--- src/rtl/cpa_pkg.sv ---
// Package with the shared types and constants of the partition allocator.
`timescale 1ns / 1ps
package cpa_pkg;

  localparam int ADDR_BITS          = 20;
  localparam int SIZE_BITS          = ADDR_BITS + 1;
  localparam int PID_BITS           = 16;
  localparam int MAX_PARTITIONS_DEF = 32;

  localparam logic [SIZE_BITS-1:0] MEM_MAX   = SIZE_BITS'(1) << ADDR_BITS;
  localparam logic [SIZE_BITS-1:0] MEM_RESET = SIZE_BITS'(4096);

  localparam logic [1:0] FIT_FIRST = 2'd0;
  localparam logic [1:0] FIT_BEST  = 2'd1;
  localparam logic [1:0] FIT_WORST = 2'd2;

  localparam logic REG_FIT_POLICY   = 1'b0;
  localparam logic REG_MEMORY_BYTES = 1'b1;

  localparam logic CMD_ALLOCATE = 1'b0;
  localparam logic CMD_RELEASE  = 1'b1;

  typedef enum logic [1:0] {
    ST_DONE    = 2'd0,
    ST_NOFIT   = 2'd1,
    ST_NOOWNER = 2'd2,
    ST_FULL    = 2'd3
  } status_t;

  typedef struct packed {
    logic                 cmd;
    logic [PID_BITS-1:0]  process_id;
    logic [SIZE_BITS-1:0] request_bytes;
  } req_t;

  typedef struct packed {
    status_t              status;
    logic [ADDR_BITS-1:0] span_base;
    logic [ADDR_BITS-1:0] span_last;
  } rsp_t;

  typedef struct packed {
    logic    load;
    logic    scan_step;
    logic    alloc_commit;
    logic    rel_mark;
    logic    merge_step;
    logic    merge_commit;
    logic    finish;
    status_t fin_status;
  } ctrl_cmd_t;

  typedef struct packed {
    logic idx_last;
    logic is_release;
    logic req_zero;
    logic hit;
    logic need_tail;
    logic have_unused;
  } dp_stat_t;

endpackage

--- src/rtl/cpa_datapath.sv ---
// Datapath of the partition allocator: partition table, scan trackers and result register.
`timescale 1ns / 1ps
module cpa_datapath import cpa_pkg::*; #(
  parameter int MAX_PARTITIONS = MAX_PARTITIONS_DEF
) (
  input  logic                 clk,
  input  logic                 rst,
  input  req_t                 req,
  input  logic                 cfg_we,
  input  logic                 cfg_index,
  input  logic [SIZE_BITS-1:0] cfg_data,
  input  ctrl_cmd_t            ctrl,
  output dp_stat_t             stat,
  output logic                 done,
  output rsp_t                 rsp
);

  localparam int IDX_W = $clog2(MAX_PARTITIONS);

  logic                 e_valid [MAX_PARTITIONS];
  logic                 e_busy  [MAX_PARTITIONS];
  logic [ADDR_BITS-1:0] e_base  [MAX_PARTITIONS];
  logic [SIZE_BITS-1:0] e_size  [MAX_PARTITIONS];
  logic [PID_BITS-1:0]  e_owner [MAX_PARTITIONS];

  logic [IDX_W-1:0]     idx;
  logic                 cur_cmd;
  logic [PID_BITS-1:0]  cur_pid;
  logic [SIZE_BITS-1:0] cur_req;
  logic [1:0]           fit;
  logic                 hit;
  logic [IDX_W-1:0]     b_idx;
  logic [ADDR_BITS-1:0] b_base;
  logic [SIZE_BITS-1:0] b_size;
  logic                 un_found;
  logic [IDX_W-1:0]     un_idx;
  logic                 l_found;
  logic [IDX_W-1:0]     l_idx;
  logic [ADDR_BITS-1:0] l_base;
  logic [SIZE_BITS-1:0] l_size;
  logic                 rt_found;
  logic [IDX_W-1:0]     rt_idx;
  logic [SIZE_BITS-1:0] rt_size;

  logic                 c_valid;
  logic                 c_busy;
  logic [ADDR_BITS-1:0] c_base;
  logic [SIZE_BITS-1:0] c_size;
  logic [PID_BITS-1:0]  c_owner;
  logic [SIZE_BITS-1:0] c_end;
  logic [SIZE_BITS-1:0] r_end;
  logic                 take;
  logic [SIZE_BITS-1:0] mem_val;

  assign c_valid = e_valid[idx];
  assign c_busy  = e_busy[idx];
  assign c_base  = e_base[idx];
  assign c_size  = e_size[idx];
  assign c_owner = e_owner[idx];
  assign c_end   = {1'b0, c_base} + c_size;
  assign r_end   = {1'b0, b_base} + b_size;

  always_comb begin
    take = 1'b0;
    if (cur_cmd == CMD_RELEASE) begin
      take = c_valid && c_busy && (c_owner == cur_pid) && (!hit || c_base < b_base);
    end else if (c_valid && !c_busy && c_size >= cur_req) begin
      if (!hit) begin
        take = 1'b1;
      end else begin
        case (fit)
          FIT_BEST:  take = (c_size < b_size) || (c_size == b_size && c_base < b_base);
          FIT_WORST: take = (c_size > b_size) || (c_size == b_size && c_base < b_base);
          default:   take = c_base < b_base;
        endcase
      end
    end
  end

  always_comb begin
    mem_val = cfg_data;
    if (cfg_data == '0) begin
      mem_val = SIZE_BITS'(1);
    end else if (cfg_data > MEM_MAX) begin
      mem_val = MEM_MAX;
    end
  end

  assign stat.idx_last    = (idx == IDX_W'(MAX_PARTITIONS - 1));
  assign stat.is_release  = (cur_cmd == CMD_RELEASE);
  assign stat.req_zero    = (cur_req == '0);
  assign stat.hit         = hit;
  assign stat.need_tail   = (b_size > cur_req);
  assign stat.have_unused = un_found;

  always_ff @(posedge clk) begin
    if (rst) begin
      fit  <= FIT_FIRST;
      done <= 1'b0;
      idx  <= '0;
    end else begin
      done <= ctrl.finish;
      if (cfg_we && cfg_index == REG_FIT_POLICY) begin
        fit <= cfg_data[1:0];
      end
      if (ctrl.load || ctrl.rel_mark) begin
        idx <= '0;
      end else if (ctrl.scan_step || ctrl.merge_step) begin
        idx <= idx + IDX_W'(1);
      end
    end
  end

  always_ff @(posedge clk) begin
    if (ctrl.load) begin
      cur_cmd  <= req.cmd;
      cur_pid  <= req.process_id;
      cur_req  <= req.request_bytes;
      hit      <= 1'b0;
      un_found <= 1'b0;
    end
    if (ctrl.scan_step) begin
      if (take) begin
        hit    <= 1'b1;
        b_idx  <= idx;
        b_base <= c_base;
        b_size <= c_size;
      end
      if (!c_valid && !un_found) begin
        un_found <= 1'b1;
        un_idx   <= idx;
      end
    end
    if (ctrl.rel_mark) begin
      l_found  <= 1'b0;
      rt_found <= 1'b0;
    end
    if (ctrl.merge_step && idx != b_idx && c_valid && !c_busy) begin
      if (!l_found && c_end == {1'b0, b_base}) begin
        l_found <= 1'b1;
        l_idx   <= idx;
        l_base  <= c_base;
        l_size  <= c_size;
      end
      if (!rt_found && {1'b0, c_base} == r_end) begin
        rt_found <= 1'b1;
        rt_idx   <= idx;
        rt_size  <= c_size;
      end
    end
    if (ctrl.finish) begin
      rsp.status    <= ctrl.fin_status;
      rsp.span_base <= '0;
      rsp.span_last <= '0;
      if (ctrl.fin_status == ST_DONE) begin
        rsp.span_base <= b_base;
        if (cur_cmd == CMD_RELEASE) begin
          rsp.span_last <= b_base + b_size[ADDR_BITS-1:0] - ADDR_BITS'(1);
        end else begin
          rsp.span_last <= b_base + cur_req[ADDR_BITS-1:0] - ADDR_BITS'(1);
        end
      end
    end
  end

  always_ff @(posedge clk) begin
    if (rst || (cfg_we && cfg_index == REG_MEMORY_BYTES)) begin
      for (int i = 0; i < MAX_PARTITIONS; i++) begin
        e_valid[i] <= (i == 0);
        e_busy[i]  <= 1'b0;
      end
      e_base[0]  <= '0;
      e_size[0]  <= rst ? MEM_RESET : mem_val;
      e_owner[0] <= '0;
    end else begin
      if (ctrl.alloc_commit) begin
        if (b_size > cur_req) begin
          e_valid[un_idx] <= 1'b1;
          e_busy[un_idx]  <= 1'b0;
          e_owner[un_idx] <= '0;
          e_base[un_idx]  <= b_base + cur_req[ADDR_BITS-1:0];
          e_size[un_idx]  <= b_size - cur_req;
        end
        e_size[b_idx]  <= cur_req;
        e_busy[b_idx]  <= 1'b1;
        e_owner[b_idx] <= cur_pid;
      end
      if (ctrl.rel_mark) begin
        e_busy[b_idx]  <= 1'b0;
        e_owner[b_idx] <= '0;
      end
      if (ctrl.merge_commit) begin
        e_base[b_idx] <= l_found ? l_base : b_base;
        e_size[b_idx] <= b_size + (l_found ? l_size : '0) + (rt_found ? rt_size : '0);
        if (l_found) begin
          e_valid[l_idx] <= 1'b0;
        end
        if (rt_found) begin
          e_valid[rt_idx] <= 1'b0;
        end
      end
    end
  end

endmodule

--- src/rtl/cpa_controller.sv ---
// Controller state machine that sequences the table scans of the partition allocator.
`timescale 1ns / 1ps
module cpa_controller import cpa_pkg::*; (
  input  logic      clk,
  input  logic      rst,
  input  logic      start,
  input  dp_stat_t  stat,
  output ctrl_cmd_t ctrl,
  output logic      busy
);

  typedef enum logic [4:0] {
    S_IDLE  = 5'b00001,
    S_SCAN  = 5'b00010,
    S_EVAL  = 5'b00100,
    S_MSCAN = 5'b01000,
    S_MERGE = 5'b10000
  } state_t;

  state_t state;
  state_t state_next;

  always_ff @(posedge clk) begin
    if (rst) begin
      state <= S_IDLE;
    end else begin
      state <= state_next;
    end
  end

  assign busy = (state != S_IDLE);

  always_comb begin
    state_next = state;
    ctrl       = '0;
    ctrl.fin_status = ST_DONE;
    unique case (state)
      S_IDLE: begin
        if (start) begin
          ctrl.load  = 1'b1;
          state_next = S_SCAN;
        end
      end
      S_SCAN: begin
        ctrl.scan_step = 1'b1;
        if (stat.idx_last) begin
          state_next = S_EVAL;
        end
      end
      S_EVAL: begin
        state_next = S_IDLE;
        ctrl.finish = 1'b1;
        if (stat.is_release) begin
          if (!stat.hit) begin
            ctrl.fin_status = ST_NOOWNER;
          end else begin
            ctrl.finish   = 1'b0;
            ctrl.rel_mark = 1'b1;
            state_next    = S_MSCAN;
          end
        end else if (stat.req_zero || !stat.hit) begin
          ctrl.fin_status = ST_NOFIT;
        end else if (stat.need_tail && !stat.have_unused) begin
          ctrl.fin_status = ST_FULL;
        end else begin
          ctrl.alloc_commit = 1'b1;
        end
      end
      S_MSCAN: begin
        ctrl.merge_step = 1'b1;
        if (stat.idx_last) begin
          state_next = S_MERGE;
        end
      end
      S_MERGE: begin
        ctrl.merge_commit = 1'b1;
        ctrl.finish       = 1'b1;
        state_next        = S_IDLE;
      end
      default: state_next = S_IDLE;
    endcase
  end

endmodule

--- src/rtl/contiguous_partition_allocator_unit.sv ---
// Top level of the contiguous partition allocator.
//
// An item (allocate or release) is taken when start is high and busy is low.
// Allocate picks a free partition by the fit policy, marks its head occupied
// and splits the remainder into a new free entry. Release frees the lowest
// occupied partition of the process and merges it with free neighbors.
// Each item gives one result, shown on rsp for one cycle with done high.
// An allocate makes one pass over the table through a single read port,
// then commits the result in the evaluate state. A release that finds
// its owner makes a second pass that looks for the neighbors to merge.
// Busy falls in the cycle done is shown, so the next item may start then.
// The receiver cannot stall results. Configuration writes are taken at
// once while idle; writing memory_bytes rebuilds the table as one free
// partition. Reset selects first fit and a 4096 byte memory; the table
// is ready in the cycle after reset.
`timescale 1ns / 1ps
module contiguous_partition_allocator_unit import cpa_pkg::*; #(
  parameter int MAX_PARTITIONS = MAX_PARTITIONS_DEF
) (
  input  logic                 clk,
  input  logic                 rst,
  input  logic                 start,
  output logic                 busy,
  input  req_t                 req,
  output logic                 done,
  output rsp_t                 rsp,
  input  logic                 cfg_we,
  input  logic                 cfg_index,
  input  logic [SIZE_BITS-1:0] cfg_data
);

  ctrl_cmd_t ctrl;
  dp_stat_t  stat;

  cpa_controller u_ctrl (
    .clk   (clk),
    .rst   (rst),
    .start (start),
    .stat  (stat),
    .ctrl  (ctrl),
    .busy  (busy)
  );

  cpa_datapath #(
    .MAX_PARTITIONS(MAX_PARTITIONS)
  ) u_dp (
    .clk       (clk),
    .rst       (rst),
    .req       (req),
    .cfg_we    (cfg_we),
    .cfg_index (cfg_index),
    .cfg_data  (cfg_data),
    .ctrl      (ctrl),
    .stat      (stat),
    .done      (done),
    .rsp       (rsp)
  );

endmodule

--- config.mk ---
export PLATFORM = sky130hd
export DESIGN_NAME = contiguous_partition_allocator_unit
export DESIGN_NICKNAME = d
export VERILOG_FILES = /design/src/rtl/cpa_pkg.sv /design/src/rtl/cpa_datapath.sv /design/src/rtl/cpa_controller.sv /design/src/rtl/contiguous_partition_allocator_unit.sv
export SDC_FILE = /design/constraint.sdc
export NUM_CORES = 2
export LEC_CHECK = 0
export BUFFER_PORTS_ARGS = -buffer_cell sky130_fd_sc_hd__buf_4
export CORE_ASPECT_RATIO = 1.1
export CORE_MARGIN = 2
export CORE_UTILIZATION = 35
export CTS_BUF_LIST = sky130_fd_sc_hd__clkbuf_4
export DETAILED_ROUTE_END_ITERATION = 7
export PLACE_DENSITY = 0.6
export SETUP_SLACK_MARGIN = 0.02
export SYNTH_ARGS = -nofsm -noshare
export SYNTH_HDL_FRONTEND = slang
export SYNTH_SLANG_ARGS = --single-unit
--- constraint.sdc ---
create_clock -name clk -period 26 [get_ports clk]
set_input_delay 0 -clock clk [delete_from_list [all_inputs] [get_ports clk]]
set_output_delay 0 -clock clk [all_outputs]
set_load 0.005 [all_outputs]
==> results.py <==
metrics = {
    "place": {
        "gp_congestion": 0.949,
        "pre_cts_slack_ns": 17.75,
        "place_inst": 11128,
        "portBuffers": 107,
        "post_dp_cell_area_sq_um": 108000,
        "dpl.hpwl_microns": 212000,
    },
    "floorplanning": {
        "start_util": 0.351,
        "die_area_sq_um": 297000,
        "die_h_microns": 571,
        "coreArea_sq_um": 291000,
        "die-width_microns": 520,
        "ios": 108,
        "rows": 208,
    },
    "timing": {
        "rsz0062_at_grt": "no",
        "setup_ws_ns": 17.78,
        "period_minus_slack_ns": 8.22,
        "fin_skew_ns": 0.133,
        "totalNegativeSetupSlack_ns": 0,
        "maxSlewViolCount": 0,
        "tightest_slew_ns": 1.44,
        "timing.hold.ws_ns": 0.193,
        "slew_headroom": 0.0305,
        "max_freq_mhz": 122,
        "timing.final.crit_share": 0.316,
        "finalSetupViolations": 0,
        "hold_viol": 0,
    },
    "synth": {
        "yosys.cell_count.top_type": "edfxtp_1",
        "ys_seq_area_frac": 0.614,
        "async_reset_ff_frac": 0,
        "synth-main-ff-cell": "edfxtp_1",
        "ys_types": 96,
        "syn_area_sq_um": 102000,
        "synth.top_cell.area_share": 0.604,
        "synth_largest_area_cell": "edfxtp_1",
        "synthTopCellsByCount": "2059 x edfxtp_1, 808 x nor2_1, 685 x a21oi_1",
        "synth_edf_count": 2059,
        "synth.area.top_cells": "edfxtp_1 60%, mux4_2 8.5%, mux2i_1 3.8%",
        "syn-num-nets": 7723,
        "synthCells": 7432,
        "synth-warning-count": 0,
        "syn_area_per_cell_sq_um": 13.8,
        "ys_ff_latch": 2113,
    },
    "worst_setup_path": {
        "rrSetupSlack_ns": 17.78,
        "crit_fanout": 41,
        "arrival_ns": 9.23,
        "crit_required_ns": 27.01,
        "endpoint_kind": "flop",
        "cp-start-kind": "flop",
        "critical_path_class": "reg -> reg",
    },
    "global_route": {
        "grt_max_degree": 130,
        "grt_use_total": 0.221,
        "grt_pass1_wl_microns": 480000,
        "gr-total-overflow": 0,
        "antenna_found_initial": 8,
        "grt_pass1_vias": 68767,
    },
    "clock_tree": {
        "cts_buffers": 591,
        "cts_max_path_buffers": 4,
        "clk_latency_ns": 1.44,
        "cts-root-buf": "clkbuf_4",
        "clk_pin_slew_worst_paths_ns": 0.06,
        "htree_num_levels": 6,
        "cts_tree": "done",
        "cts_sinks": 2113,
    },
    "pwr": {
        "internal_power_mw": 5.53,
        "p_leak_nw": 37.6,
        "net-switching-power_mw": 1.71,
        "comb_power_share": 0.059,
        "ir_drop_uv": 37.3,
        "seq_power_share": 0.516,
        "p_clk_frac": 0.425,
        "sw_frac_of_total": 0.236,
        "power_mw": 7.24,
        "power_density_nw_per_um2": 61.5,
    },
    "flow_run": {
        "cap_violations": 0,
    },
    "route": {
        "wl_per_cell_microns": 27.4,
        "antenna_left": 0,
        "initialDrtViolationCount": 8781,
        "vias": 69513,
        "dr.pass1.iters": 6,
        "wirelength_microns": 338000,
        "viasPerCell": 5.64,
        "drc": 0,
    },
    "layout": {
        "stdcell_area_sq_um": 118000,
        "drive_above_1_share": 0.235,
        "final_util": 0.404,
        "fin_cells": 12321,
        "final_nets": 8302,
        "syn2layout_area_growth_pct": 14.9,
        "fill_cells": 27089,
    },
    "hold_path": {
        "hold_path.class": "in -> reg",
    },
    "outcome": {
        "status": "finished, final reports clean",
    },
}
[metal layers]
| layer | wire length (microns) | global-route usage | vias to the layer above |
|---|---|---|---|
| met5 | 27 | 0 | - |
| met4 | 14300 | 0.0949 | 4 |
| met3 | 31900 | 0.0453 | 741 |
| met2 | 160000 | 0.359 | 4031 |
| met1 | 132000 | 0.288 | 35006 |
| li1 | - | - | 29731 |
[kinds of logic (layout without fill, tap and decap cells)]
group	Yosys count	count (layout)	share of synthesized area
AOI/OAI and AO/OA	1338	1338	0.0784
xor gates and xnor gates	157	157	0.0138
adders and majority gates	227	227	0.0296
buffers and inverters	749	1744	0.0323
DFF	2113	2113	0.614
muxes	827	827	0.133
other	0	9	0
and+or+nand+nor	2021	2021	0.0985
[layout by cell type (no fill, tap or decap), drive strengths merged, types with 12 or more instances in the layout]
cell / n
xor2: 63
mux4: 415
and3: 25
or2: 35
a211oi: 29
mux2: 25
dfxtp: 54
o31ai: 12
o21ai: 157
nor3b: 15
dlygate4sd3: 175
a31oi: 27
o22ai: 39
inv: 201
nand2: 217
and2: 524
clkinv: 97
nor4: 30
o21bai: 14
or3: 13
a21o: 57
nand3b: 12
a21oi: 686
fa: 26
nand3: 131
a22oi: 177
mux2i: 387
nand2b: 21
nor2: 810
o211ai: 17
nand4: 48
o21a: 22
ha: 201
edfxtp: 2059
nor3: 75
clkbuf: 887
xnor2: 92
buf: 372
nor2b: 32
[worst max-delay path, cell delays in order, from the launching register on]
cell	delay, ns
dfxtp_4	0.88
buf_4	0.77
buf_4	0.80
mux4_2	0.59
mux4_2	0.53
mux2i_1	0.65
inv_1	0.20
ha_1	0.30
inv_1	0.09
fa_1	0.22
nor2b_1	0.07
o21ai_0	0.23
a21oi_1	0.12
or4b_2	0.61
nor4_1	0.31
nand4b_1	0.18
nor4_1	0.32
nand4_1	0.18
nor4_4	0.26
buf_4	0.44
[final cells by class]
class / instances / area [sq um] / area share
Clock buffer: 887 / 6660 / 0.0566
Timing Repair Buffer: 547 / 4580 / 0.0389
Multi-Input combinational cell: 4570 / 37100 / 0.316
Inverter: 188 / 708 / 0.00602
Clock inverter: 122 / 782 / 0.00665
Sequential cell: 2113 / 62900 / 0.535
Tap cell: 3885 / 4860 / 0.0413
Antenna cell: 9 / 22.5 / 0.000191
[final timing paths]
path,end,start,cells after the start
max,u_dp.l_size[7]$_DFFE_PP_,flop,19
min,u_dp.e_size[0][16]$_DFFE_PP_,cfg_data[20],8
max reg2reg,u_dp.l_size[7]$_DFFE_PP_,flop,19
min reg2reg,u_dp.e_valid[4]$_SDFFE_PP0P_,u_dp.e_valid[4]$_SDFFE_PP0P_,2
[registers in the layout (all words and copies together) (netlist names), 2 cells and up, named ones only]
register      cells
u_dp.e_size     672
u_dp.e_base     640
u_dp.e_owner    512
u_dp.rsp         42
u_dp.e_busy      32
u_dp.e_valid     32
u_dp.b_size      21
u_dp.cur_req     21
u_dp.l_size      21
u_dp.rt_size     21
u_dp.b_base      20
u_dp.l_base      20
u_dp.cur_pid     16
u_ctrl.state      5
u_dp.b_idx        5
u_dp.idx          5
u_dp.l_idx        5
u_dp.rt_idx       5
u_dp.un_idx       5
u_dp.fit          2
[power by group through the flow]
stage	Sequential, mW	Combinational, mW	Clock [mW]
after floorplan	3.80	0.251	0
after global placement	3.81	0.393	0
after detailed placement	3.81	0.397	0
after CTS	3.73	0.420	3.13
after global routing	3.73	0.458	3.31
final	3.74	0.428	3.07
[what timing repair did]
action	in CTS	in global routing
endpoints found under the hold margin	953	0
endpoints found under the setup margin	0	0
hold buffers	175	0
buffers inserted	0	0
resized for setup	0	0
Power figures use the tool's default switching activity.
